--- config.mk ---
export PLATFORM = sky130hd
export DESIGN_NAME = dnsd_ram
export DESIGN_NICKNAME = d
export VERILOG_FILES = /design/src/rtl/dnsd_ram.sv
export SDC_FILE = /design/constraint.sdc
export NUM_CORES = 2
export LEC_CHECK = 0
export BUFFER_PORTS_ARGS = -buffer_cell sky130_fd_sc_hd__buf_4
export CORE_MARGIN = 1.5
export CORE_UTILIZATION = 45
export DETAILED_ROUTE_END_ITERATION = 10
export PLACE_DENSITY_LB_ADDON = 0.2
export SLEW_MARGIN = 20
export SYNTH_ARGS = -nofsm -noshare
export SYNTH_HDL_FRONTEND = slang
export SYNTH_SLANG_ARGS = --single-unit
--- constraint.sdc ---
create_clock -name clk -period 4.5 [get_ports clk]
set_clock_uncertainty 0.05 [all_clocks]
set_input_delay 1.125 -clock clk [delete_from_list [all_inputs] [get_ports clk]]
set_output_delay 1.125 -clock clk [all_outputs]
set_load 0.01 [all_outputs]
--- src/rtl/dnsd_ram.sv ---
// Generic single-port RAM with registered read.
module dnsd_ram #(
  parameter int WIDTH = 8,
  parameter int DEPTH = 512
) (
  input  logic                     clk,
  input  logic                     we,
  input  logic [$clog2(DEPTH)-1:0] addr,
  input  logic [WIDTH-1:0]         wdata,
  output logic [WIDTH-1:0]         rdata
);

  logic [WIDTH-1:0] mem [DEPTH];

  always_ff @(posedge clk) begin
    if (we) begin
      mem[addr] <= wdata;
    end
    rdata <= mem[addr];
  end

endmodule

# == After elaboration in Yosys (flattened, before gate mapping) ==
# Memories as Yosys holds them, arrays and structs flattened. A register that Yosys moved wholly into a read port is not among the register bits.
# Cells that the tools add are included.
# word_totals
ff_bits,0
in_bits,19
mem_bits_rw,4096
memories,1
out_inout_bits,8
# memory_table
name,depth,width,rd,rd_ports_with_merged_regs,wr,line_no,text
mem,512,8,1,1,1,13,logic [WIDTH-1:0] mem [DEPTH];
# op_classes
n_mux,2
# ops
cell,count
1-bit two-way mux,2

# == Longest topological paths before layout ==
# logic_depth
depth_word,2
mapped_depth,13

# == Worst setup path after synthesis ==
# No wires, ideal clock.
# synth_timing
kind,in2reg
from,input port addr[0]
to,"memory mem[463][0], enable pin"
path_stages,10
required_time_ps,4080
t_arrival_ps,3203
n_path_buf,8
slack_ps,876
setup_time_ps,370
path_cell_list,buf_6 > buf_12 > buf_6 > buf_6 > buf_4 > buf_2 > buf_2 > nand4_1 > clkbuf_1 > nor2_1
# synth_lines
item,line_no,text
from (decl),8,"input logic [$clog2(DEPTH)-1:0] addr,"
to (decl),13,
# Straight into the memory's write port.

==> insert_results.sql <==
INSERT INTO impl_metrics (metric_group, metric, value, unit) VALUES
('global_route', 'grt-ovfl-total', '0', ''),
('pwr', 'max-vdd-ir-drop', '0.000317', 'V'),
('cts', 'clkSlewWorstSetupHoldPaths', '0.06', 'ns'),
('placement', 'routabilityCongestion', '0.939', ''),
('synth', 'ys_ff_latch', '4104', ''),
('status', 'status', 'completed', ''),
('synth', 'yosysUniqueCellTypes', '67', ''),
('setup_path', 'crit_buf_inv', '6', ''),
('setup_path', 'crit_path_start', 'addr[0]', ''),
('final_layout', 'fillerInstances', '26900', ''),
('pwr', 'power', '80.4', 'mW'),
('synth', 'synth_flop_cell', 'sky130_fd_sc_hd__edfxtp_1', ''),
('cts', 'tritoncts', 'done', ''),
('cts', 'cts_made_buffers', '414', ''),
('setup_path', 'setup.worst_path.class', 'in2reg', ''),
('sta', 'hold-worst-slack', '0.529', 'ns'),
('setup_path', 'largest_stage_delay_worst_path', '0.82', 'ns'),
('sta', 'max_freq', '231', 'MHz'),
('routing', 'mean_number_of_vias_per_cell', '6.14', ''),
('worst_hold_path', 'worst_hold_path.num_cells', '1', ''),
('cts', 'cts-htree-levels', '5', ''),
('pwr', 'leakagePower', '60.0', 'nW'),
('synth', 'synth_top_area_share', '77.7', '%'),
('job', 'max-cap-violations', '0', ''),
('sta', 'fin_crit_period', '4.33', 'ns'),
('setup_path', 'r2r.worst_path.cells', '9', ''),
('setup_path', 'cpMaxStageDelayCell', 'sky130_fd_sc_hd__nor4_1', ''),
('final_layout', 'final_layout_size_suffix_gt1_share', '29.0', '%'),
('routing', 'routed_wire_length_per_instance', '33.4', 'µm'),
('sta', 'setup_tns', '0', 'ns'),
('sta', 'relSlewSlack', '17.6', '%'),
('cts', 'cts-hold-fix-buffers', '0', ''),
('synth', 'synthesis.nets', '7594', ''),
('sta', 'finalSetupViolations', '0', ''),
('cts', 'clk-insertion-delay-late', '0.99', 'ns'),
('cts', 'ctsResizeCount', '0', ''),
('global_route', 'initial_antenna_violation_count', '34', ''),
('setup_path', 'cp.arrival', '5.12', 'ns'),
('floorplan', 'die_area', '0.355', 'mm²'),
('routing', 'route.final.wire_length', '453', 'mm'),
('synth', 'sequential_share_of_the_synthesized_area', '77.8', '%'),
('routing', 'num_vias', '83300', ''),
('floorplan', 'pin_count', '27', ''),
('synth', 'synth-edff-count', '4096', ''),
('final_layout', 'fin_area', '0.185', 'mm²'),
('cts', 'cts_max_path_buffers', '4', ''),
('global_route', 'grt_first_pass_wirelength', '636', 'mm'),
('routing', 'first_iter_violations', '11300', ''),
('setup_path', 'crit_fanout', '27', ''),
('synth', 'synth_area_leaders', 'sky130_fd_sc_hd__edfxtp_1 (78%), sky130_fd_sc_hd__mux4_2 (12%), sky130_fd_sc_hd__mux2i_1 (2.7%), sky130_fd_sc_hd__nor2_1 (1.3%), sky130_fd_sc_hd__a22oi_1 (0.85%)', ''),
('sta', 'timing.final.max_slew_violations', '0', ''),
('worst_hold_path', 'hp-class', 'in2reg', ''),
('sta', 'finalHoldViolations', '0', ''),
('placement', 'dp_hpwl', '293', 'mm'),
('setup_path', 'setup.worst_path.end_class', 'register', ''),
('pwr', 'power-per-cell-area', '433', 'mW/mm²'),
('floorplan', 'core_area', '0.350', 'mm²'),
('setup_path', 'reg2reg_to', 'rdata[2]', ''),
('sta', 'period_share', '96.2', '%'),
('floorplan', 'floorplan.initialDensity', '45.3', '%'),
('synth', 'ys_async_sr_fraction', '0', '%'),
('global_route', 'first_global_vias', '83000', ''),
('sta', 'slew_at_the_pin_with_the_worst_max_slew_slack', '1.23', 'ns'),
('setup_path', 'worst_path_dominant_cell_family', 'simple AND/OR/NAND/NOR gates', ''),
('routing', 'dr.pass1.iters', '6', ''),
('placement', 'setup_slack_placement', '-0.896', 'ns'),
('sta', 'post-route-worst-setup-slack', '0.173', 'ns'),
('placement', 'post_dp_cell_area', '0.172', 'mm²'),
('setup_path', 'path_cells', 'buf_12 -> buf_12 -> buf_12 -> buf_4 -> mux4_2 -> nand2_1 -> a21oi_1 -> nor4_1 -> buf_4 -> nand4b_1 -> nor4_1 -> buf_4 -> nand4_1', ''),
('worst_hold_path', 'hold_path_startpoint', 'wdata[0]', ''),
('setup_path', 'start_kind', 'input pin', '');
-- layout make-up --
cell class                 count  area (µm²)  area share [%]
antenna                        9        22.5          0.0121
clock buffer                 498       10900            5.87
clock inverter               255        2530            1.36
inverter                       4        20.0          0.0108
multi-input combinational   2984       33000            17.8
sequential                  4104      123000            66.4
tap                         4599        5750            3.10
timing repair buffer        1111       10100            5.46
-- power by group --
part           switching, mW  internal (mW)  leakage [nW]
combinational           2.50           1.39          16.5
sequential            0.0489           42.1          36.9
clock                   14.6           19.7          6.57
-- worst max path at each step --
stage | endpoint | slack, ns | depth (start not counted)
floorplan | mem[463][0] | 0.88 | 10
global placement | rdata[1] | -0.92 | 13
detailed placement | rdata[1] | -0.90 | 13
CTS | rdata[1] | 0.15 | 13
global route | rdata[1] | 0.18 | 13
finish | rdata[1] | 0.17 | 13
-- state kept, by name (all words and copies together), names as in the netlist --
register and count:
mem 4096, rdata 8
-- worst reg2reg max path, stage by stage, from the launching register on --
cell,delay (ns)
sky130_fd_sc_hd__edfxtp_1,0.35
sky130_fd_sc_hd__mux4_2,0.48
sky130_fd_sc_hd__a22o_1,0.27
sky130_fd_sc_hd__a221oi_1,0.36
sky130_fd_sc_hd__a31oi_1,0.50
sky130_fd_sc_hd__buf_4,0.32
sky130_fd_sc_hd__or4_1,0.45
sky130_fd_sc_hd__nor3_1,0.47
sky130_fd_sc_hd__buf_4,0.25
sky130_fd_sc_hd__nand4_1,0.11
-- through the flow --
| step | util (%) | std cells |
|---|---|---|
| finish | 53.0 | 13600 |
| global route | 53.0 | 13600 |
| CTS | 53.0 | 13600 |
| detailed placement | 49.2 | 12800 |
| global placement | 49.2 | 12800 |
| floorplan | - | 7575 |
-- kinds of logic after synthesis --
kind of cell           Yosys count  share of synthesized area, %
AOI/OAI and AO/OA              758                          3.43
buffers and inverters          487                          1.59
DFF                           4104                          77.8
muxes                         1268                          14.5
and+or+nand+nor                958                          2.74
-- cell usage in the layout (no fill, tap or decap), drive strengths merged, types with 7 or more instances in the layout --
master       n
nand2      130
nor2       548
and2        19
buf       1111
dfxtp        8
or4          8
inv         20
a21oi       77
diode        9
nor4        38
nor3        22
nor3b       11
a211oi      36
mux2i      434
mux4       816
clkinv     179
o221ai      12
clkbuf     498
nand3       47
nor2b       25
a2111oi      7
a221oi      92
mux2        18
o211ai      14
a31oi       76
o22ai      118
nand4b       7
edfxtp    4096
a32oi       26
nand4       47
bufinv      43
o21ai       45
a22oi      181
clkinvlp    17
a22o        47
and3        25
-- per-layer routing --
layer  track usage (%)  routed length, µm  share of wire, %  vias up
met3              5.40              44600               9.8      751
met4              7.31              14800               3.3        6
met2              39.0             209000                46     4253
met1              36.3             184000                41    44400
li1                  -                  -                 -    33900
met5                 0                 41            0.0091        -
Power figures use the tool's default switching activity.
