## config.mk

```make
export PLATFORM = sky130hd
export DESIGN_NAME = dnsd_cfg
export DESIGN_NICKNAME = d
export VERILOG_FILES = /design/src/rtl/dnsd_pkg.sv /design/src/rtl/dnsd_cfg.sv
export SDC_FILE = /design/constraint.sdc
export NUM_CORES = 1
export LEC_CHECK = 0
export BUFFER_PORTS_ARGS = -buffer_cell sky130_fd_sc_hd__buf_4
export CORE_ASPECT_RATIO = 1.5
export CORE_MARGIN = 1
export CORE_UTILIZATION = 30
export DETAILED_ROUTE_END_ITERATION = 16
export GPL_ROUTABILITY_DRIVEN = 0
export HOLD_SLACK_MARGIN = 0.02
export PLACE_DENSITY_LB_ADDON = 0.05
export SLEW_MARGIN = 10
export SYNTH_ARGS = -nofsm -noshare
export SYNTH_HDL_FRONTEND = slang
export SYNTH_SLANG_ARGS = --single-unit
```

## constraint.sdc

```tcl
create_clock -name clk -period 1.7 [get_ports clk]
set_clock_uncertainty 0.15 [all_clocks]
set_input_delay 0.085 -clock clk [delete_from_list [all_inputs] [get_ports clk]]
set_output_delay 0.085 -clock clk [all_outputs]
set_load 0.01 [all_outputs]
```

## src/rtl/dnsd_pkg.sv

```systemverilog
// Shared types, constants and helpers of the DNS name decompressor.
package dnsd_pkg;

  localparam int STORE_BYTES = 512;
  localparam int ADDR_W      = $clog2(STORE_BYTES);
  localparam int POS_W       = $clog2(STORE_BYTES + 257);
  localparam int OFF_W       = 14;
  localparam int CMP_W       = (POS_W > OFF_W) ? POS_W : OFF_W;
  localparam int CLR_W       = ADDR_W + 1;

  localparam logic [2:0] JUMP_LIMIT = 3'd5;
  localparam logic [1:0] PTR_MARK   = 2'b11;
  localparam logic [7:0] DOT_CHAR   = 8'h2E;
  localparam logic [8:0] LIMIT_RST  = 9'd256;
  localparam logic [8:0] LIMIT_MAX  = 9'd256;
  localparam logic [2:0] PADDR_NAME_LIMIT = 3'd0;

  localparam logic FUNC_WRITE  = 1'b0;
  localparam logic FUNC_DECODE = 1'b1;

  localparam logic [2:0] ST_OK      = 3'd0;
  localparam logic [2:0] ST_PAST    = 3'd1;
  localparam logic [2:0] ST_OUTSIDE = 3'd2;
  localparam logic [2:0] ST_FORWARD = 3'd3;
  localparam logic [2:0] ST_JUMPS   = 3'd4;

  typedef struct packed {
    logic       func;
    logic [8:0] address;
    logic [7:0] data_byte;
  } in_item_t;

  typedef struct packed {
    logic [63:0] name_chars;
    logic [3:0]  char_count;
    logic        last;
    logic [2:0]  status;
    logic [9:0]  next_pos;
  } out_item_t;

  typedef struct packed {
    logic              we;
    logic [ADDR_W-1:0] addr;
    logic [7:0]        wdata;
  } mem_req_t;

  function automatic logic [7:0] fold(input logic [7:0] c);
    logic [7:0] r;
    r = c;
    if (c >= 8'h41 && c <= 8'h5A) r = c + 8'h20;
    return r;
  endfunction

endpackage

```

## src/rtl/dnsd_cfg.sv

```systemverilog
// APB register block holding name_limit and the derived character capacity.
module dnsd_cfg import dnsd_pkg::*; (
  input  logic        clk,
  input  logic        rst_n,
  input  logic        psel,
  input  logic        penable,
  input  logic        pwrite,
  input  logic [2:0]  paddr,
  input  logic [31:0] pwdata,
  output logic [31:0] prdata,
  output logic        pready,
  output logic [7:0]  cap
);

  logic [8:0] limit_r, limit_nxt;
  logic [8:0] lim;

  always_comb begin
    limit_nxt = limit_r;
    if (psel && penable && pwrite && paddr == PADDR_NAME_LIMIT) begin
      limit_nxt = pwdata[8:0];
    end
  end

  always_ff @(posedge clk) begin
    if (!rst_n) begin
      limit_r <= LIMIT_RST;
    end else begin
      limit_r <= limit_nxt;
    end
  end

  always_comb begin
    priority if (limit_r == 9'd0) begin
      lim = 9'd1;
    end else if (limit_r > LIMIT_MAX) begin
      lim = LIMIT_MAX;
    end else begin
      lim = limit_r;
    end
  end

  assign cap    = 8'(lim - 9'd1);
  assign pready = 1'b1;
  assign prdata = (paddr == PADDR_NAME_LIMIT) ? {23'd0, limit_r} : 32'd0;

endmodule

```

======== After elaboration in Yosys (flattened, before gate mapping) ========
Index checks and enable logic that the tools add are counted.
word-level totals
  logic and storage cells ................. 11
  bits in registers ....................... 9
  bits of input ports ..................... 40
  output and inout bits ................... 41
operators by class
  $add $sub $neg .......................... 1
  mux-type cells .......................... 3
  reduce and logical (&&, ||, !) cells .... 5
  $lt $le $gt $ge ......................... 1
operator list
  cell                   number
  $mux W8                2
  $gt A9 B9 Y1 const B   1
  $logic_not A9 Y1       1
  $mux W9                1
  $sub A8 B1 Y8 const B  1
  $logic_and A1 B1 Y1    3
  $logic_not A3 Y1       1

======== Logic depth before layout (Yosys ltp) ========
Gate-level depths: netlist of the first run.
  depth in word-level cells ............... 4
  depth in mapped cells ................... 7
  depth with buffers taken out ............ 6

======== Least setup slack after synthesis of the first run ========
No wires, ideal clock.
  path kind ............................... register -> output
  start ................................... register limit_r[2]
  end ..................................... output cap[4]
  stages on the path, launching flop included .. 6
  data arrival time ....................... 1,545 ps
  path buffers ............................ 0
  data required time ...................... 1,465 ps
  slack ................................... -80 ps
  cell sequence ........................... dfxtp_1 > nor3_2 > a32oi_1 > ha_1 > nor3b_1 > o21ai_0
between the ends
  word-level cells in the longest chain between the ends .. 4
  elaborated cells between the ends (all ways) .. 5
  classes of those cells .................. add/sub (1); order compare (1); mux (2); reduce/logical (1)
RTL lines
  what                    RTL line        text
  start, declared         dnsd_cfg.sv:15  logic [8:0] limit_r, limit_nxt;
  start signal, assigned  dnsd_cfg.sv:29  limit_r <= limit_nxt;
  $gt A9 B9 Y1            dnsd_cfg.sv:36  end else if (limit_r > LIMIT_MAX) begin
  $mux W8                 dnsd_cfg.sv:36
  $mux W8 *               dnsd_cfg.sv:34  priority if (limit_r == 9'd0) begin
  $sub A8 B1 Y8 *         dnsd_cfg.sv:43  assign cap = 8'(lim - 9'd1);
  end, declared           dnsd_cfg.sv:12  output logic [7:0] cap
Mark *: on every way between the ends. The rest lies on a longest branch, timed or not.

======== Final worst setup path of the first run ========
  start ................................... register limit_r[7]
  end ..................................... output cap[2]
Same word-level chain as after synthesis.

==> flow_summary_export.csv, run 1 <==
group,metric,value,unit
layout,synthToLayoutAreaGrowth,66.6,%
timing,hold_viol,0,
layout,nNetsFinal,209,
timing,period_needed,1.85,ns
power_and_ir_drop,peakVddDrop,0.291,mV
worst_setup_path,required,1.46,ns
power_and_ir_drop,clockPowerShare,32.6,%
layout,drive_above_1_share,40.1,%
yosys,synth-edff-count,0,
yosys,synth_cells,107,
floorplan,die_width,44.4,µm
clock_tree,clkSinkCount,9,
power_and_ir_drop,swShare,26.4,%
floorplan,boundaryPins,81,
power_and_ir_drop,p_int,0.369,mW
timing,slew_viol_final,0,
floorplan,die_y,65.6,µm
worst_setup_path,critPathKind,"reg -> out",
layout,largest_reg_flops,9,
routing,vias_per_cell,4.21,
placement,dp_hpwl,1.49,mm
grt,track_usage,14.3,%
layout,num_antenna_cells,0,
worst_setup_path,arrival,1.62,ns
clock_tree,clk_path_buf_depth,2,
yosys,async_reset_ff_share,0,%
routing,firstDrtPassIters,4,
clock_tree,cts-buffers-inserted,3,
routing,drc_errors,0,
yosys,yosys_warnings,0,
layout,postLayoutCellArea,1350,µm²
grt,antenna_found_initial,0,
worst_setup_path,critPathLaunch,"limit_r[7]$_SDFFE_PN0P_",
power_and_ir_drop,power_leakage,0.615,nW
routing,drt_iter0_markers,12,
layout,top_register,"limit_r",
worst_setup_path,crit_path_end,"cap[2]",
timing,setup_ws,-0.154,ns
floorplan,core,2500,µm²
routing,drt.antenna.violating_nets,0,
placement,placed_area,1090,µm²
power_and_ir_drop,power.density,371,nW/µm²
worst_setup_path,rr_worst_depth,4,
clock_tree,clockRootBuffer,"clkbuf_4",
worst_setup_path,crit_family,"flip-flops",
worst_setup_path,r2r_end,"limit_r[8]$_SDFFE_PN1P_",
clock_tree,insertion_delay,0.26,ns
yosys,ys_ff_latch,9,
grt,grt_overflow,0,
placement,dp_cells,183,
yosys,yosysSeqAreaShare,22.3,%
grt,grt_pass1_wl,3.15,mm
floorplan,start_util,32.3,%
worst_setup_path,end_kind,"output port",
timing,final.period_utilization,109,%
yosys,synth_area,810,µm²
outcome,status,"complete, but fails checks",
grt,grt_pass1_vias,752,
timing,rsz0062_at_grt,"yes",
yosys,synthMostInstantiatedCell,"buf_4",
worst_setup_path,rr_startpoint,"limit_r[8]$_SDFFE_PN1P_",
power_and_ir_drop,power,0.501,mW
worst_setup_path,crit_path_max_fanout,5,
worst_setup_path,path_cells,"nor4_4 -> a32oi_2 -> ha_4 -> buf_4 -> xnor2_2 -> buf_4",
layout,top_regs,"limit_r: 9 flops",
outcome,violations,"setup timing",
routing,postRouteWirelength,1.95,mm
worst_setup_path,start_kind,"flop",
yosys,synthTopCellsByCount,"buf_4 (26), nand2_1 (20), and2_1 (9), dfxtp_1 (9), mux2i_1 (9)",
clock_tree,cts.clk_slew.worst_paths,0.06,ns
clock_tree,htree_levels,1,
floorplan,rows,22,
routing,avgRoutedWirePerCell,9.60,µm
timing,finalSetupViolations,3,
yosys,ys.flop_type,"dfxtp_1",
flow_run,drv_cap,0,
min_path,hold_path_class,"in -> reg",
worst_setup_path,cp_common_cell,"buf_4",
timing,holdWs,0.235,ns
timing,clock.fmax,539,MHz
worst_setup_path,cpMaxStageDelayCell,"dfxtp_2",
floorplan,fp.dieArea,2910,µm²
power_and_ir_drop,combPwrFrac,24.6,%
yosys,yosysTopAreaCell,"buf_4",
yosys,syn_area_per_cell,7.57,µm²
layout,fin_cells,203,
yosys,synth.area.top_cells,"buf_4 (24%), dfxtp_1 (22%), mux2i_1 (11%)",
worst_setup_path,path_depth,6,
worst_setup_path,path_buf_inv,2,
power_and_ir_drop,p_sw,0.132,mW
power_and_ir_drop,seqPwrFrac,42.8,%
clock_tree,cts_tree,"built",
routing,via_count,854,
yosys,synth_cell_type_count,30,
yosys,synth_top_area_share,24.1,%
worst_setup_path,r2r_slack,0.10,ns
grt,grt_max_degree,18,
worst_setup_path,cp_slowest_stage_delay,0.33,ns
placement,port_buffers,33,
==> metal layers <==
metal,share of wire [%],global-route usage (%)
met1,38,15.6
met5,0,0
met3,4.6,1.65
met4,2.2,7.95
met2,55,25.6
==> power groups by stage <==
stage                     Combinational [mW]  Sequential, mW  Clock (mW)
final                                  0.123           0.214       0.163
after global routing                   0.136           0.214       0.183
after CTS                              0.122           0.214       0.172
after detailed placement              0.0932           0.218           0
after global placement                0.0921           0.218           0
after floorplan                       0.0910           0.219           0
==> stage by stage <==
stage	TNS, ns	utilization [%]	setup WS, ns
4_1_cts	-0.434	52.9	-0.174
6_report	-0.450	53.8	-0.154
5_1_grt	-0.968	53.8	-0.293
3_5_place_dp	-0.0138	43.4	-0.0138
2_1_floorplan	-0.00338	-	-0.00338
3_3_place_gp	-0.0134	43.4	-0.0134
==> worst register-to-register path, cell delays in order, from the launching register on <==
cell and delay, ns:
dfxtp_1 0.39, inv_1 0.08, buf_4 0.16, o211ai_1 0.18, dlygate4sd3_1 0.58
==> how the worst min path moves through the flow <==
| stage | from | end | slack, ns | cells after the start |
|---|---|---|---|---|
| floorplan | pwdata[6] | limit_r[6]$_SDFFE_PN0P_ | 0.08 | 2 |
| global placement | pwdata[0] | limit_r[0]$_SDFFE_PN0P_ | 0.20 | 3 |
| detailed placement | pwdata[8] | limit_r[8]$_SDFFE_PN1P_ | 0.20 | 3 |
| CTS | paddr[2] | limit_r[7]$_SDFFE_PN0P_ | 0.31 | 4 |
| global route | paddr[0] | limit_r[7]$_SDFFE_PN0P_ | 0.25 | 4 |
| finish | paddr[2] | limit_r[7]$_SDFFE_PN0P_ | 0.24 | 4 |
==> cell families (layout without fill, tap and decap cells) <==
kind of cell / Yosys count / after routing / synth area share (%)
adder cells (fa/ha/maj): 1 / 1 / 1.55
buffers and inverters: 31 / 69 / 26.6
XOR/XNOR: 1 / 1 / 1.08
AO/OA/AOI/OAI: 12 / 12 / 9.74
AND/OR/NAND/NOR: 42 / 42 / 26.7
other: 2 / 24 / 0.928
flip-flops: 9 / 9 / 22.3
multiplexers: 9 / 9 / 11.1
==> layout make-up <==
cell class / instances / area [µm²]
Tap cell: 36 / 45.0
Clock buffer: 4 / 26.3
Fill cell: 268 / 1160
Timing Repair Buffer: 63 / 522
Sequential cell: 9 / 184
Inverter: 2 / 7.51
Multi-Input combinational cell: 89 / 564
==> layout by cell type, fill, tap and decap left out, types with 2 or more instances in the layout <==
cell type	count
a21oi_2	2
and2_1	8
and2_2	2
buf_4	45
buf_6	3
clkbuf_4	3
conb_1	24
dfxtp_1	6
dfxtp_2	3
dlygate4sd3_1	15
mux2i_1	9
nand2_1	20
nor2_1	2
nor3_1	2
==> repair_timing <==
item,4_1_cts,5_1_grt
buffers inserted,1,1
pin swaps,5,3
hold buffers,15,0
gates resized for setup,12,6
endpoints found under the setup margin,5,8
hold endpoints to repair,9,0
(Power assumes the default switching activity.)
==> run 2, diff against run 1 <==
CORE_UTILIZATION = 38   (was 30)
clock period = 2.4 ns   (was 1.7 ns; I/O delays follow)
==> run 2 against run 1 <==
  * The flow now finishes without violations
  * Sequential share of layout area grew 2.7 points
  * Combinational power fell by 40%
  * Count of clock-buffer cells in the layout unchanged
==> flow_summary_export.csv, run 2 (synthesized netlist as in run 1, its figures left out) <==
group,metric,value,unit
routing,postRouteWirelength,1.73,mm
layout,n_fill_cell,216,
power_and_ir_drop,power.density,311,nW/µm²
routing,avgRoutedWirePerCell,10.1,µm
floorplan,rows,20,
timing,slew_headroom,65.8,%
clock_tree,cts_setup_buffers,0,
grt,antenna_found_initial,0,
layout,largest_reg_flops,9,
power_and_ir_drop,clockPowerShare,34.0,%
worst_setup_path,rr_worst_depth,3,
routing,drc_errors,0,
layout,mostFrequentLayoutCells,"buf_4 (35), conb_1 (24), nand2_1 (20), dlygate4sd3_1 (10)",
layout,multi_input_area,497,µm²
routing,drt_iter0_markers,15,
worst_setup_path,crit_path_max_fanout,7,
timing,finalSetupViolations,0,
power_and_ir_drop,p_int,0.251,mW
grt,grt_max_degree,18,
timing,worstMarginPinSlew,0.513,ns
placement,placed_area,975,µm²
worst_setup_path,required,2.13,ns
min_path,hold_path_class,"in -> reg",
clock_tree,cts.clk_slew.worst_paths,0.06,ns
routing,firstDrtPassIters,4,
min_path,hp-start,"rst_n",
grt,grt_pass1_wl,2.80,mm
grt,grt_pass1_vias,665,
timing,clock.fmax,458,MHz
floorplan,boundaryPins,81,
grt,grt_overflow,0,
outcome,status,"completed",
clock_tree,insertion_delay,0.26,ns
layout,final_common_cell,"buf_4",
floorplan,fp.dieArea,2320,µm²
layout,utilization,54.3,%
worst_setup_path,critPathKind,"reg -> out",
timing,final.period_utilization,90.9,%
grt,track_usage,16.6,%
worst_setup_path,path_cells,"nor3_2 -> a32oi_1 -> ha_1 -> nor3b_1 -> o21ai_0 -> buf_4",
floorplan,start_util,39.9,%
power_and_ir_drop,combPwrFrac,21.5,%
worst_setup_path,cp_slowest_stage_delay,0.38,ns
worst_setup_path,cpMaxStageDelayCell,"dfxtp_1",
power_and_ir_drop,seqPwrFrac,44.5,%
layout,num_antenna_cells,0,
power_and_ir_drop,peakVddDrop,0.196,mV
clock_tree,clk_path_buf_depth,2,
worst_setup_path,r2r_end,"limit_r[8]$_SDFFE_PN1P_",
placement,dp_hpwl,1.29,mm
layout,top_register,"limit_r",
floorplan,core,2030,µm²
worst_setup_path,r2r_slack,0.80,ns
layout,nNetsFinal,191,
layout,synthToLayoutAreaGrowth,36.0,%
routing,vias_per_cell,4.44,
clock_tree,clockRootBuffer,"clkbuf_4",
flow_run,drv_cap,0,
clock_tree,cts_tree,"built",
min_path,min_to,"limit_r[4]$_SDFFE_PN0P_",
timing,slew_viol_final,0,
placement,port_buffers,33,
min_path,hold_path_depth,3,
worst_setup_path,rr_startpoint,"limit_r[8]$_SDFFE_PN1P_",
power_and_ir_drop,swShare,26.6,%
routing,via_count,760,
layout,top_regs,"limit_r: 9 flops",
timing,rsz0062_at_grt,"no",
worst_setup_path,end_kind,"output port",
clock_tree,htree_levels,1,
power_and_ir_drop,power_leakage,0.516,nW
worst_setup_path,start_kind,"flop",
timing,tns,0,ns
timing,period_needed,2.18,ns
layout,drive_above_1_share,27.5,%
layout,postLayoutCellArea,1100,µm²
power_and_ir_drop,p_sw,0.0911,mW
layout,area.sequential,180,µm²
floorplan,die_width,39.7,µm
worst_setup_path,arrival,1.91,ns
clock_tree,cts_resized,0,
clock_tree,cts-buffers-inserted,3,
floorplan,die_y,58.5,µm
clock_tree,clkSinkCount,9,
routing,drt.antenna.violating_nets,0,
timing,hold_viol,0,
[run 2: critical path: cells and delay by family (launching register included)]
family          cells  cell delay (ns)
compound gates      2             0.36
fa+ha+maj           1             0.29
buf+inv             1             0.15
flops               1             0.38
simple gates        2             0.48
[run 2: routing by layer]
layer | GRT usage, % | wire [µm] | vias to the layer above
met5 | 0 | 0 | -
met4 | 7.39 | 0 | 0
met3 | 1.13 | 69 | 0
met2 | 28.6 | 976 | 30
met1 | 20.1 | 688 | 340
li1 | - | - | 390
[run 2: stage by stage]
step	std cells	power, mW	worst slack (ns)	hold slack (ns)
2_1_floorplan	129	0.219	0.585	0.112
3_3_place_gp	157	0.216	0.505	0.230
3_5_place_dp	157	0.217	0.499	0.233
4_1_cts	171	0.346	0.207	0.0539
5_1_grt	171	0.363	0.0451	0.0569
6_report	171	0.342	0.218	0.0613
[run 2: power groups by stage]
stage | Combinational (mW) | Clock, mW | Sequential, mW
floorplan | 0.0642 | 0 | 0.155
global placement | 0.0604 | 0 | 0.156
detailed placement | 0.0610 | 0 | 0.156
CTS | 0.0732 | 0.120 | 0.152
global route | 0.0827 | 0.127 | 0.153
finish | 0.0737 | 0.116 | 0.153
[run 2: cell type report]
| type | count | area share, % |
|---|---|---|
| multi-input combinational | 89 | 45.1 |
| timing repair buffer | 45 | 33.0 |
| sequential | 9 | 16.4 |
| tap | 22 | 2.50 |
| clock buffer | 4 | 2.39 |
| inverter | 2 | 0.682 |
[run 2: worst max path at each step]
stage	slack, ns	end	start
after floorplan	0.58	cap[4]	limit_r[2]$_SDFFE_PN0P_
after global placement	0.50	cap[4]	limit_r[2]$_SDFFE_PN0P_
after detailed placement	0.50	cap[4]	limit_r[2]$_SDFFE_PN0P_
after global routing	0.05	cap[6]	limit_r[2]$_SDFFE_PN0P_
after CTS	0.21	cap[4]	limit_r[2]$_SDFFE_PN0P_
final	0.22	cap[4]	limit_r[2]$_SDFFE_PN0P_
[run 2: timing repair]
| item | 4_1_cts | 5_1_grt |
|---|---|---|
| hold buffers | 10 | 0 |
| endpoints found under the hold margin | 9 | 0 |
| setup endpoints to repair | 0 | 0 |
