### config.mk
export PLATFORM = sky130hd
export DESIGN_NAME = dnsd_walker
export DESIGN_NICKNAME = d
export VERILOG_FILES = /design/src/rtl/dnsd_pkg.sv /design/src/rtl/dnsd_walker.sv
export SDC_FILE = /design/constraint.sdc
export NUM_CORES = 1
export LEC_CHECK = 0
export BUFFER_PORTS_ARGS = -buffer_cell sky130_fd_sc_hd__buf_2
export CAP_MARGIN = 0
export CORE_MARGIN = 1.5
export CORE_UTILIZATION = 59
export CTS_CLUSTER_DIAMETER = 40
export DETAILED_ROUTE_END_ITERATION = 10
export PLACE_DENSITY = 0.79
export SLEW_MARGIN = 20
export SYNTH_ARGS = -nofsm -noshare
export SYNTH_HDL_FRONTEND = slang
export SYNTH_SLANG_ARGS = --single-unit
### constraint.sdc
create_clock -name clk -period 7.28 [get_ports clk]
set_clock_uncertainty 0.2 [all_clocks]
set_input_delay 1.456 -clock clk [delete_from_list [all_inputs] [get_ports clk]]
set_output_delay 1.456 -clock clk [all_outputs]
set_load 0.05 [all_outputs]
### src/rtl/dnsd_pkg.sv
// Shared types, constants and helpers of the DNS name decompressor.
package dnsd_pkg;

  localparam int STORE_BYTES = 512;
  localparam int ADDR_W      = $clog2(STORE_BYTES);
  localparam int POS_W       = $clog2(STORE_BYTES + 257);
  localparam int OFF_W       = 14;
  localparam int CMP_W       = (POS_W > OFF_W) ? POS_W : OFF_W;
  localparam int CLR_W       = ADDR_W + 1;

  localparam logic [2:0] JUMP_LIMIT = 3'd5;
  localparam logic [1:0] PTR_MARK   = 2'b11;
  localparam logic [7:0] DOT_CHAR   = 8'h2E;
  localparam logic [8:0] LIMIT_RST  = 9'd256;
  localparam logic [8:0] LIMIT_MAX  = 9'd256;
  localparam logic [2:0] PADDR_NAME_LIMIT = 3'd0;

  localparam logic FUNC_WRITE  = 1'b0;
  localparam logic FUNC_DECODE = 1'b1;

  localparam logic [2:0] ST_OK      = 3'd0;
  localparam logic [2:0] ST_PAST    = 3'd1;
  localparam logic [2:0] ST_OUTSIDE = 3'd2;
  localparam logic [2:0] ST_FORWARD = 3'd3;
  localparam logic [2:0] ST_JUMPS   = 3'd4;

  typedef struct packed {
    logic       func;
    logic [8:0] address;
    logic [7:0] data_byte;
  } in_item_t;

  typedef struct packed {
    logic [63:0] name_chars;
    logic [3:0]  char_count;
    logic        last;
    logic [2:0]  status;
    logic [9:0]  next_pos;
  } out_item_t;

  typedef struct packed {
    logic              we;
    logic [ADDR_W-1:0] addr;
    logic [7:0]        wdata;
  } mem_req_t;

  function automatic logic [7:0] fold(input logic [7:0] c);
    logic [7:0] r;
    r = c;
    if (c >= 8'h41 && c <= 8'h5A) r = c + 8'h20;
    return r;
  endfunction

endpackage

### src/rtl/dnsd_walker.sv
// Sequencer: store clear, writes, label and pointer walk, result packing.
module dnsd_walker import dnsd_pkg::*; (
  input  logic      clk,
  input  logic      rst_n,
  input  logic [7:0] cap,
  input  logic      in_valid,
  output logic      in_ready,
  input  in_item_t  in_data,
  output logic      out_valid,
  input  logic      out_ready,
  output out_item_t out_data,
  output mem_req_t  mem_req,
  input  logic [7:0] mem_rdata
);

  typedef enum logic [6:0] {
    S_CLEAR = 7'b0000001,
    S_IDLE  = 7'b0000010,
    S_LEN   = 7'b0000100,
    S_PTR   = 7'b0001000,
    S_CHAR  = 7'b0010000,
    S_PUT   = 7'b0100000,
    S_LAST  = 7'b1000000
  } state_t;

  state_t           state_r, state_nxt;
  logic [CLR_W-1:0] clr_r, clr_nxt;
  logic [POS_W-1:0] pos_r, pos_nxt, cp_r, cp_nxt, end_r, end_nxt;
  logic [POS_W-1:0] ret_r, ret_nxt, next_r, next_nxt;
  logic [5:0]       len_r, len_nxt;
  logic [7:0]       n_r, n_nxt, ch_r, ch_nxt;
  logic [2:0]       jumps_r, jumps_nxt, status_r, status_nxt;
  logic             jumped_r, jumped_nxt;
  logic [63:0]      word_r, word_nxt;
  logic [3:0]       wcnt_r, wcnt_nxt;
  logic             out_valid_r, out_valid_nxt;
  out_item_t        out_r, out_nxt;

  logic             out_free, emit, go_len, fin, do_step;
  out_item_t        emit_item;
  logic [POS_W-1:0] lenpos, fin_next, step_cp, pos_inc;
  logic [2:0]       fin_status;
  logic [7:0]       step_n;
  logic [OFF_W-1:0] off;

  assign out_free = !out_valid_r || out_ready;
  assign pos_inc  = pos_r + POS_W'(1);
  assign off      = {len_r, mem_rdata};

  always_comb begin
    state_nxt  = state_r;
    clr_nxt    = clr_r;
    pos_nxt    = pos_r;
    cp_nxt     = cp_r;
    end_nxt    = end_r;
    ret_nxt    = ret_r;
    next_nxt   = next_r;
    len_nxt    = len_r;
    n_nxt      = n_r;
    ch_nxt     = ch_r;
    jumps_nxt  = jumps_r;
    status_nxt = status_r;
    jumped_nxt = jumped_r;
    word_nxt   = word_r;
    wcnt_nxt   = wcnt_r;
    mem_req    = '0;
    emit       = 1'b0;
    emit_item  = '0;
    go_len     = 1'b0;
    lenpos     = '0;
    fin        = 1'b0;
    fin_status = ST_OK;
    fin_next   = '0;
    do_step    = 1'b0;
    step_n     = n_r;
    step_cp    = cp_r;

    unique case (state_r)
      S_CLEAR: begin
        mem_req.we   = 1'b1;
        mem_req.addr = clr_r[ADDR_W-1:0];
        clr_nxt      = clr_r + CLR_W'(1);
        if (clr_r == CLR_W'(STORE_BYTES - 1)) begin
          state_nxt = S_IDLE;
        end
      end
      S_IDLE: begin
        if (in_valid) begin
          if (in_data.func == FUNC_WRITE) begin
            if (32'(in_data.address) < STORE_BYTES) begin
              mem_req.we    = 1'b1;
              mem_req.addr  = ADDR_W'(in_data.address);
              mem_req.wdata = in_data.data_byte;
            end
          end else begin
            n_nxt      = '0;
            jumps_nxt  = '0;
            jumped_nxt = 1'b0;
            ret_nxt    = '0;
            word_nxt   = '0;
            wcnt_nxt   = '0;
            go_len     = 1'b1;
            lenpos     = POS_W'(in_data.address);
          end
        end
      end
      S_LEN: begin
        if (mem_rdata[7:6] == PTR_MARK) begin
          len_nxt = mem_rdata[5:0];
          if (32'(pos_inc) >= STORE_BYTES) begin
            fin        = 1'b1;
            fin_status = ST_PAST;
          end else begin
            mem_req.addr = ADDR_W'(pos_inc);
            state_nxt    = S_PTR;
          end
        end else begin
          pos_nxt = pos_inc;
          if (mem_rdata == 8'd0) begin
            fin      = 1'b1;
            fin_next = jumped_r ? ret_r : pos_inc;
          end else begin
            end_nxt = pos_inc + POS_W'(mem_rdata);
            cp_nxt  = pos_inc;
            if (n_r != 8'd0 && n_r < cap) begin
              ch_nxt    = DOT_CHAR;
              state_nxt = S_PUT;
            end else begin
              do_step = 1'b1;
              step_cp = pos_inc;
            end
          end
        end
      end
      S_PTR: begin
        if (32'(off) >= STORE_BYTES) begin
          fin        = 1'b1;
          fin_status = ST_OUTSIDE;
        end else if (CMP_W'(off) >= CMP_W'(pos_r)) begin
          fin        = 1'b1;
          fin_status = ST_FORWARD;
        end else begin
          if (!jumped_r) begin
            ret_nxt = pos_r + POS_W'(2);
          end
          jumped_nxt = 1'b1;
          jumps_nxt  = jumps_r + 3'd1;
          go_len     = 1'b1;
          lenpos     = POS_W'(off);
        end
      end
      S_CHAR: begin
        ch_nxt    = fold(mem_rdata);
        cp_nxt    = cp_r + POS_W'(1);
        state_nxt = S_PUT;
      end
      S_PUT: begin
        if (wcnt_r == 4'd8) begin
          if (out_free) begin
            emit                 = 1'b1;
            emit_item.name_chars = word_r;
            emit_item.char_count = wcnt_r;
            word_nxt             = {56'd0, ch_r};
            wcnt_nxt             = 4'd1;
            n_nxt                = n_r + 8'd1;
            do_step              = 1'b1;
            step_n               = n_r + 8'd1;
          end
        end else begin
          word_nxt[wcnt_r[2:0]*8 +: 8] = ch_r;
          wcnt_nxt = wcnt_r + 4'd1;
          n_nxt    = n_r + 8'd1;
          do_step  = 1'b1;
          step_n   = n_r + 8'd1;
        end
      end
      S_LAST: begin
        if (out_free) begin
          emit                 = 1'b1;
          emit_item.name_chars = word_r;
          emit_item.char_count = wcnt_r;
          emit_item.last       = 1'b1;
          emit_item.status     = status_r;
          emit_item.next_pos   = 10'(next_r);
          state_nxt            = S_IDLE;
        end
      end
      default: state_nxt = S_IDLE;
    endcase

    if (do_step) begin
      priority if (step_cp >= end_nxt || step_n >= cap) begin
        go_len = 1'b1;
        lenpos = end_nxt;
      end else if (32'(step_cp) >= STORE_BYTES) begin
        fin        = 1'b1;
        fin_status = ST_PAST;
      end else begin
        mem_req.addr = ADDR_W'(step_cp);
        state_nxt    = S_CHAR;
      end
    end

    if (go_len) begin
      priority if (jumps_nxt > JUMP_LIMIT) begin
        fin        = 1'b1;
        fin_status = ST_JUMPS;
      end else if (32'(lenpos) >= STORE_BYTES) begin
        fin        = 1'b1;
        fin_status = ST_PAST;
      end else begin
        mem_req.addr = ADDR_W'(lenpos);
        pos_nxt      = lenpos;
        state_nxt    = S_LEN;
      end
    end

    if (fin) begin
      status_nxt = fin_status;
      next_nxt   = (fin_status == ST_OK) ? fin_next : '0;
      state_nxt  = S_LAST;
    end

    out_valid_nxt = out_valid_r;
    out_nxt       = out_r;
    if (emit) begin
      out_valid_nxt = 1'b1;
      out_nxt       = emit_item;
    end else if (out_ready) begin
      out_valid_nxt = 1'b0;
    end
  end

  always_ff @(posedge clk) begin
    if (!rst_n) begin
      state_r     <= S_CLEAR;
      clr_r       <= '0;
      out_valid_r <= 1'b0;
    end else begin
      state_r     <= state_nxt;
      clr_r       <= clr_nxt;
      out_valid_r <= out_valid_nxt;
    end
  end

  always_ff @(posedge clk) begin
    pos_r    <= pos_nxt;
    cp_r     <= cp_nxt;
    end_r    <= end_nxt;
    ret_r    <= ret_nxt;
    next_r   <= next_nxt;
    len_r    <= len_nxt;
    n_r      <= n_nxt;
    ch_r     <= ch_nxt;
    jumps_r  <= jumps_nxt;
    status_r <= status_nxt;
    jumped_r <= jumped_nxt;
    word_r   <= word_nxt;
    wcnt_r   <= wcnt_nxt;
    out_r    <= out_nxt;
  end

  assign in_ready  = (state_r == S_IDLE);
  assign out_valid = out_valid_r;
  assign out_data  = out_r;

  a_no_accept_in_clear: assert property (@(posedge clk) disable iff (!rst_n)
    (state_r == S_CLEAR) |-> !in_ready)
    else $error("input taken during store clear");

  a_err_no_next: assert property (@(posedge clk) disable iff (!rst_n)
    (out_valid_r && out_r.last && out_r.status != ST_OK) |-> (out_r.next_pos == 10'd0))
    else $error("error result carries a next position");

  a_full_nonlast: assert property (@(posedge clk) disable iff (!rst_n)
    (out_valid_r && !out_r.last) |-> (out_r.char_count == 4'd8))
    else $error("non-final result not full");

  a_jumps_bound: assert property (@(posedge clk) disable iff (!rst_n)
    (state_r == S_LEN) |-> (jumps_r <= JUMP_LIMIT))
    else $error("walk went on past the jump limit");

  a_cap_bound: assert property (@(posedge clk) disable iff (!rst_n)
    (state_r == S_LAST) |-> (n_r <= cap))
    else $error("more characters than capacity");

endmodule

### Word level (Yosys, flattened, before mapping)

Index checks and enable logic that the tools add are counted.

| word-level totals | value |
|---|---|
| logic and storage cells | 223 |
| register bits | 247 |
| input bits | 38 |

| operators by class | value |
|---|---|
| bitwise gates (word level) | 4 |
| $lt $le $gt $ge | 11 |
| $add $sub $neg | 10 |
| equal/unequal tests | 19 |
| mux-type cells | 132 |
| reduce and logical (&&, ||, !) cells | 23 |
| shift-type cells | 2 |

Operator list:

| operator | count |
|---|---|
| $mux 64 | 4 |
| $mux 10 | 24 |
| $mux 68 | 2 |
| $pmux 68 s2 | 1 |
| $pmux 64 s2 | 1 |
| $mux 7 | 13 |
| $mux 9 | 10 |
| $mux 82 | 1 |
| $mux 8 | 10 |
| $bwmux 64 | 1 |
| $shift 8x34->64 const A | 1 |
| $shiftx 8x34->64 | 1 |
| $pmux 10 s2 | 3 |
| $mux 18 | 2 |
| $pmux 7 s5 | 1 |
| $neg 6->34 | 1 |
| $pmux 8 s2 | 2 |
| $mux 1 | 31 |
| $add 10x1->10 const B | 3 |
| $ge 10x10->1 const B | 3 |
| $mux 3 | 10 |
| $pmux 9 s3 | 1 |
| $mux 4 | 4 |
| $ge 14x10->1 | 1 |
| other kinds (47) | 70 |

### Logic depth before layout (Yosys ltp)

Gate-level depths: netlist of run 1.

| depth | value |
|---|---|
| word-level depth | 17 |
| mapped depth | 22 |
| depth with buffers taken out | 20 |

### Worst setup path before layout of run 1

No wires, ideal clock.

| timing | value |
|---|---|
| path type | in2out |
| start point | input port cap[2] |
| end point | output port mem_req[11] (netlist bit) |
| buffers on the path | 2 |
| stages | 17 |
| path slack | 0.141 ns |
| required time | 5.624 ns |
| data arrival time | 5.483 ns |
| path through | inv_1 ha_1 o21ai_0 o21a_1 o31ai_1 and2_4 buf_2 mux2_2 ha_1 a211oi_1 and3_1 o21ai_0 a21o_1 or3_1 buf_2 and4_1 o22ai_1 |

RTL lines:

| what | RTL line | text |
|---|---|---|
| from (decl) | dnsd_walker.sv:5 | `input logic [7:0] cap,` |
| to (decl) | dnsd_walker.sv:12 | `output mem_req_t mem_req,` |

==> metrics.txt, run 1 <==
worst skew pair latency 0.53 ns; Total Power approximately 3700 µW; CP startpoint kind primary input; Mapped Area 12,830 µm²; Min-Delay Endpoint clr_r[9]; status finished, final reports clean; sequential-to-total area share from yosys stat 54.61%; Tmin final 7.095 ns; Pwr Density 244.4 nW/µm²; Syn Inst Count 1,160; Final Non-Filler Cells 1,613; Reg2Reg Setup Slack 1.93 ns; Detail Placement HPWL 21.65 mm; WHS between 0.3 and 0.4 ns; Starting Density 60.65%; Hold-fix buffers, CTS 0; DRC 0; Crit Path Max Fanout 12; worst endpoint data arrival time 5.44 ns; # clock sinks 247; first-pass GRT wire length 46.98 mm; Placer Congestion 1.001; DRT Pass-1 Iters 9; Worst IR Drop VDD 190.2 µV; Filler cells 1,483; Worst setup EP type output port; I/O Buffers 139; LEAKAGE 0.005681 µW; Slew @ Worst Pin 0.9729 ns; Worst EP required 5.62 ns; routed vias/inst 5.878; largest net degree at the start of global routing 117; Worst R2R End state_r[2]; clock root buffer clkbuf_16; CTS Buf Count 34; fmax between 100 and 150 MHz; net count after synthesis 1,254; final core occ between 70% and 80%; path category of the worst min-delay check reg -> reg; reg2reg path depth 20; CP Class in -> out; DRT iter0 DRCs 817; initial antenna violation count 0; core area 21,150 µm²; Max Cap Violations 0; n_diodes 0; Routed WL per cell 18.97 µm; Post-synth EDFFs 206; HP Start clr_r[9]; Synth area leader edfxtp_1; Worst Hold Depth 2; Synth Flop Type edfxtp_1; Avg Cell Area, Syn 11.06 µm²; DIE AREA between 20,000 and 25,000 µm²; number of placed cells counting well taps around 1,500; most frequent cells in the layout 206 x edfxtp_1, 180 x nor2_1, 132 x buf_2; Distinct cells, synth 78; YS warnings 0; Layout area overhead 18.13%; fin. max-slew vios 0; final cycle utilization of the critical path 97.46%; Die Width 150.5 µm; Seq cells post-synth about 250; vias in the first global route 8,949; clk buf depth 3; area share of the leading cell type in the synthesized netlist between 40% and 50%; num rows 53; Die Ht 150.5 µm; CTS tree yes; share of cells above drive strength 1 21.08%; crit path from cap[2]; Slew HR 35.14%; synth top area cells edfxtp_1 48%, dfxtp_1 6.4%, ha_1 5.4%; vias 9,482; reg-to-reg startpoint pos_r[2]; async set-reset flop share out of synthesis 0%; CTS clock-pin slew for the worst setup and hold paths 0.05 ns; H-Tree Depth 2; aggregate global-route resource usage 26.99%; Final Hold Vio Count 0; io pins 140; Final ANT Viol Nets 0; gr ovfl total 0; final setup TNS 0 ns; Final nets 1,406; most common cell after layout, fill and taps aside edfxtp_1; final wirelength 30.59 mm; Final setup viols 0
-- power breakdown --
group / switching, µW / internal, µW
clock: 648 / 1020
combinational: 278 / 153
sequential: 40.1 / 1560
total: 967 / 2740
-- worst max-delay path, cell delays in order --
cell,delay (ns)
buf_2,0.07
inv_1,0.05
ha_1,0.27
o21ai_0,0.09
o21a_1,0.18
o31ai_2,0.32
and2_4,0.33
mux2_2,0.39
ha_1,0.31
a21o_1,0.12
a31oi_1,0.05
o21ai_0,0.42
a21o_1,0.24
o21ai_0,0.16
o21ai_2,0.28
nand2_2,0.20
o22ai_1,0.20
buf_2,0.28
-- final cells by class --
type / instances / area (µm²) / area share (%)
Multi-Input combinational cell: 807 / 5468 / 36.08
Clock buffer: 37 / 862.1 / 5.688
Timing Repair Buffer: 175 / 987.2 / 6.514
Inverter: 47 / 176.4 / 1.164
Sequential cell: 247 / 7009 / 46.25
Tap cell: 275 / 344.1 / 2.270
Clock inverter: 25 / 309.0 / 2.039
-- logic make-up (layout without fill, tap and decap cells) --
kind of cell,count (synthesis),count (layout),synth area share [%]
adders and majority gates,56,56,5.520
muxes,73,73,5.822
buffers and inverters,106,284,3.482
xor gates and xnor gates,61,61,4.164
and+or+nand+nor,466,466,18.42
AOI/OAI and AO/OA,151,151,7.977
DFF,247,247,54.61
-- flip-flops by register name (all words and copies together) (netlist names), 4 cells and up --
name / flops
ch_r: 8
clr_r: 10
cp_r: 10
end_r: 10
len_r: 6
n_r: 8
next_r: 10
out_data: 82
pos_r: 10
ret_r: 10
state_r: 7
wcnt_r: 4
word_r: 64
-- cells in the mapped netlist, types with 16 or more instances --
master / instances
o21ai_0: 18
xnor2_1: 40
xor2_1: 21
clkbuf_1: 41
ha_1: 55
mux2i_1: 63
dfxtp_1: 41
nand2_1: 68
a222oi_1: 16
nor2_1: 182
and2_1: 92
nand3_1: 29
a21oi_1: 61
inv_1: 47
edfxtp_1: 206
-- how the worst max path moves through the flow --
stage	endpoint	slack (ns)	depth (start not counted)
floorplan	mem_req[11]	0.14	17
global placement	mem_req[8]	0.12	17
detailed placement	mem_req[8]	0.02	17
CTS	mem_req[15]	0.01	20
global route	mem_req[8]	-0.007	18
finish	mem_req[10]	0.19	18
-- stage by stage --
stage               setup slack (ns)  instance area (µm²)
floorplan                     0.1410                12830
global placement              0.1198                13850
detailed placement           0.01677                13850
CTS                          0.01332                15060
global route               -0.006701                15160
finish                        0.1851                15160
-- layer usage --
layer	part of all wire, %	GRT usage (%)	up-vias	wire length, µm
met5	0	0	-	0
met1	40	33.74	4522	12280
met4	3.6	12.35	0	1108
li1	-	-	4453	-
met2	49	45.76	415	14980
met3	7.3	4.727	92	2225
-- what timing repair did --
action / CTS / global route
resized for setup: 4 / 23
buffers inserted: 3 / 1
pin swaps: 2 / 2
setup endpoints to repair: 9 / 9
(Power assumes the default switching activity.)
==> run 2, diff against run 1 <==
Settings changed: CTS_CLUSTER_SIZE set to 20, GPL_TIMING_DRIVEN set to 0.
==> run 2 against run 1 <==
Against the previous run:
- via count grew 1.6%
- first-iteration DRC count rose by 3.7%
- combinational power up 2%
- core utilization rose by 0.53 points
- die area unchanged
- routed wire length grew 4.8%
- final cell count up 2.0%
==> metrics.txt, run 2 (synthesized netlist as in run 1, its figures left out) <==
share of cells above drive strength 1 20.00%; sw frac 26.59%; DRT Pass-1 Iters 8; path category of the worst min-delay check reg -> reg; routed vias/inst slightly below 6; power share of the clock group 43.2%; Final ANT Viol Nets 0; CTS clock-pin slew for the worst setup and hold paths ~0.040 ns; fmax 139.7 MHz; final core occ 72.18%; Worst setup EP type output port; final worst slack 0.1235 ns; num rows 53; Worst EP required 5.62 ns; Layout area overhead 19.01%; DRC 0; n_diodes 0; grt met2 use 49.79%; Crit Path Max Fanout 10; CTS Buf Count 34; crit-path cells buf_2 > inv_1 > ha_1 > a211o_1 > a221oi_4 > o31ai_4 > and2_4 > buf_4 > mux2_2 > ha_1 > a21o_1 > a31oi_1 > o21ai_2 > a21oi_1 > nor2_1 > a222oi_1 > o22ai_1 > clkbuf_4; final cycle utilization of the critical path roughly 98%; H-Tree Depth 2; clock root buffer clkbuf_16; Reg2Reg Setup Slack 1.81 ns; Worst Path Buf+Inv 4; clk buf depth 3; Final nets 1,438; Top cell by count, worst path ha_1; Slew @ Worst Pin about 1.0 ns; fin. max-slew vios 0; Starting Density ~61%; I/O Buffers 139; combinational power share 12.3%; DRT iter0 DRCs 847; Final Hold Vio Count 0; CP peak stage delay 0.52 ns; gr ovfl total 0; met3 Use GR roughly 4.8%; Final setup viols 0; Tmin final 7.156 ns; CP Class in -> out; Max Cap Violations 0; crit-path leading delay family compound AO/OA/AOI/OAI gates; Net Sw Power 953.0 µW; io pins 140; vias approximately 9,600; Placer Congestion 1.032; Slew HR between 30% and 40%; LEAKAGE 0.005679 µW; aggregate global-route resource usage approximately 29%; M1 GR Usage 35.87%; first-pass GRT wire length between 40 and 50 mm; final wirelength 32.07 mm; most common cell after layout, fill and taps aside edfxtp_1; register share of total power ~44%; pre-CTS WS -0.4543 ns; Die Ht 150.5 µm; Routed WL per cell slightly below 20 µm; CTS tree yes; Detail Placement HPWL 22.95 mm; reg2reg path depth 19; Stages on worst setup path 18; # clock sinks 247; worst endpoint data arrival time 5.50 ns; Die Width ~150 µm; Pwr Density around 230 nW/µm²; Crit-path slowest cell a222oi_1; largest net degree at the start of global routing 48; most frequent cells in the layout 206 x edfxtp_1, 178 x nor2_1, 133 x buf_2; RSZ-0062 raised after global routing yes; Pint 2631 µW; CP startpoint kind primary input; Worst Hold Depth 2; vias in the first global route around 9,300; core area about 21,000 µm²; initial antenna violation count 0; DIE AREA roughly 23,000 µm²; most used routing layer met2; status finished, final reports clean; Hold-fix buffers, CTS 0; max reg flops 82; Worst IR Drop VDD 157.6 µV; worst skew pair latency 0.51 ns
[run 2: timing repair]
action	CTS	global route
resized for setup	21	28
buffers inserted	4	4
endpoints found under the setup margin	9	9
pin swaps	4	10
[run 2: power by group through the flow]
stage / logic [µW] / clock network, µW / registers, µW
4_1_cts: 425 / 1560 / 1590
6_report: 442 / 1550 / 1590
5_1_grt: 471 / 1620 / 1600
2_1_floorplan: 293 / 0 / 1610
3_5_place_dp: 413 / 0 / 1620
3_3_place_gp: 404 / 0 / 1620
[run 2: tightest hold or removal path: stages, from the launching register on]
cell	delay, ns
dfxtp_1	0.29
nand2_1	0.05
nand2_1	0.09
[run 2: path summary, 6_finish.rpt]
path / endpoint / start
worst max-delay path: mem_req[13] / cap[5]
worst min-delay path: end_r[1] / end_r[1]
worst max register to register: state_r[2] / pos_r[1]
worst min register to register: end_r[1] / end_r[1]
[run 2: stage by stage]
step | power, µW | cells | hold WS, ns | TNS, ns | instance area, µm²
final | 3584 | 1645 | 0.3018 | 0 | 15270
after global routing | 3688 | 1645 | 0.3197 | -0.1228 | 15270
after CTS | 3575 | 1642 | 0.2929 | 0 | 15120
after detailed placement | 2032 | 1576 | 0.2812 | -3.333 | 13920
after global placement | 2022 | 1574 | 0.2763 | -2.655 | 13870
after floorplan | 1902 | 1160 | 0.2372 | 0 | 12830
[run 2: area by class of cell]
| type | count | area, µm² |
|---|---|---|
| Buffer | 58 | 277.8 |
| Clock buffer | 43 | 927.1 |
| Clock inverter | 19 | 145.1 |
| Fill cell | 1439 | 5886 |
| Inverter | 47 | 176.4 |
| Multi-Input combinational cell | 807 | 5568 |
| Sequential cell | 247 | 7014 |
| Tap cell | 275 | 344.1 |
| Timing Repair Buffer | 149 | 815.8 |
[run 2: metal layers]
| layer | part of all wire [%] | vias up |
|---|---|---|
| met1 | 39 | 4602 |
| met3 | 8.1 | 80 |
| met4 | 3.6 | 0 |
| li1 | - | 4514 |
| met5 | 0 | - |
| met2 | 49 | 440 |
==> run 3, diff against run 2 <==
Clock period 7.28 ns to 6.8 ns, I/O delays scaled along.
==> run 3 against run 2 <==
Against the previous run:
- core utilization is 3.0 points higher
- clock-buffer cell count decreased by 5
- worst setup slack lost 0.082 ns
- sequential share of layout area fell by 1.8 points
- critical path depth fell by 1
- total power rose by 9.4%
- sequential power up 8%
- global-route usage fell by 0.93 points
- first-iteration DRC count increased by 23%
- final cell count rose by 1.8%
- via count is 1.7% higher
- largest cell class unchanged
- highest routed layer unchanged
==> metrics.txt, run 3 (synthesized netlist as in run 1, its figures left out) <==
status finished, final reports clean; CTS tree yes; Starting Density 60.65%; Worst R2R End state_r[3]; share of cells above drive strength 1 24.37%; Placer Congestion 0.9879; DRT Pass-1 Iters 8; HP Start end_r[4]; CP peak stage delay around 0.45 ns; # clock sinks 247; Crit-path slowest cell or3_4; aggregate global-route resource usage 27.75%; Layout area overhead 23.97%; LEAKAGE 0.005904 µW; Worst IR Drop VDD 225.3 µV; core area 21,150 µm²; initial antenna violation count 0; most common cell after layout, fill and taps aside edfxtp_1; Final Hold Vio Count 0; Reg2Reg Setup Slack about 1.4 ns; final cycle utilization of the critical path 99.39%; Crit Path Max Fanout 10; max reg flops 82; Die Width approximately 150 µm; Final nets 1,467; largest net degree at the start of global routing between 60 and 70; vias in the first global route between 9,000 and 10,000; H-Tree Depth 2; io pins 140; reg2reg path depth 19; crit-path cells buf_2 > inv_2 > ha_1 > o21a_1 > a221oi_4 > o31ai_4 > and2_4 > mux2_4 > ha_4 > a211oi_4 > o221ai_2 > a21o_1 > a21o_1 > or3_4 > buf_6 > o221ai_4 > buf_6; Tmin final 6.758 ns; n_diodes 0; final worst slack 0.04169 ns; Hold-fix buffers, CTS 0; Detail Placement HPWL 22.35 mm; I/O Buffers 139; Filler cells 1,385; CTS clock-pin slew for the worst setup and hold paths about 0.050 ns; worst skew pair latency around 0.52 ns; Worst EP required 5.24 ns; num rows 53; Final setup viols 0; pre-CTS WS -0.5828 ns; clock root buffer clkbuf_16; most frequent cells in the layout 206 x edfxtp_1, 173 x nor2_1, 130 x buf_2; Slew @ Worst Pin between 1 and 1.5 ns; DRT iter0 DRCs 1,045; CP Class in -> out; Pwr Density 246.6 nW/µm²; path category of the worst min-delay check reg -> reg; final setup TNS 0 ns; CTS Buf Count 35; Max Cap Violations 0; reg-to-reg startpoint pos_r[1]; final wirelength 31.82 mm; Worst Hold Depth 2; fin. max-slew vios 0; first-pass GRT wire length 48.24 mm; Die Ht 150.5 µm; fmax 148.0 MHz; vias 9,795; worst endpoint data arrival time 5.20 ns; DRC 0; Min-Delay Endpoint end_r[4]; Slew HR between 20 and 30%; CP startpoint kind primary input; Worst setup EP type output port; gr ovfl total 0; Final ANT Viol Nets 0; Routed WL per cell 19.01 µm; DIE AREA 22,640 µm²; RSZ-0062 raised after global routing yes; clk buf depth 3; routed vias/inst a little under 6
==> run 3: how the worst max path moves through the flow <==
stage                 startpoint           to  depth (start not counted)
floorplan                 cap[5]  mem_req[16]                         18
global placement        pos_r[1]   mem_req[8]                         21
detailed placement      pos_r[2]  mem_req[10]                         21
CTS                 mem_rdata[0]   mem_req[8]                         18
global route              cap[6]  mem_req[16]                         20
finish                    cap[6]   mem_req[8]                         17
==> run 3: layout make-up <==
type	instances	area, µm²	area share (%)
buffer	56	294.0	1.849
clock buffer	38	887.1	5.577
clock inverter	25	221.5	1.392
inverter	47	181.4	1.141
multi-input combinational	808	5847	36.76
sequential	247	7017	44.12
tap	275	344.1	2.163
timing repair buffer	178	1114	7.001
==> run 3: timing repair <==
action,4_1_cts,5_1_grt
gates resized for setup,60,50
pin swaps,16,26
setup endpoints to repair,9,9
setup buffers,19,16
gates cloned,0,2
==> run 3: critical path: cells and delay by family <==
family,cells,cell delay [ns]
compound gates,8,1.77
fa+ha+maj,2,0.55
buf+inv,4,0.51
mux,1,0.34
simple gates,2,0.66
==> run 3: power breakdown <==
| part | leakage (µW) | switching [µW] | internal (µW) |
|---|---|---|---|
| Combinational | 0.00336 | 321 | 195 |
| Sequential | 0.00200 | 38.3 | 1670 |
| Clock | 0.000537 | 691 | 1010 |
| Total | 0.00590 | 1050 | 2870 |
==> run 3: stage by stage <==
stage	power, µW	instance area, µm²	hold WS, ns	std cells	utilization, %
6_report	3922	15910	0.2931	1674	75.19
5_1_grt	4040	15910	0.3251	1674	75.19
4_1_cts	3896	15520	0.2764	1658	73.37
3_5_place_dp	2184	14010	0.2655	1577	66.24
3_3_place_gp	2169	13940	0.2561	1574	65.88
2_1_floorplan	2041	12900	0.2372	1160	-
==> run 3: layer usage <==
| layer | vias to the layer above | global-route usage [%] | part of all wire [%] |
|---|---|---|---|
| met1 | 4607 | 35.54 | 40 |
| met5 | - | 0 | 0 |
| met3 | 94 | 4.606 | 8.3 |
| li1 | 4598 | - | - |
| met4 | 0 | 9.510 | 3.3 |
| met2 | 496 | 47.78 | 49 |
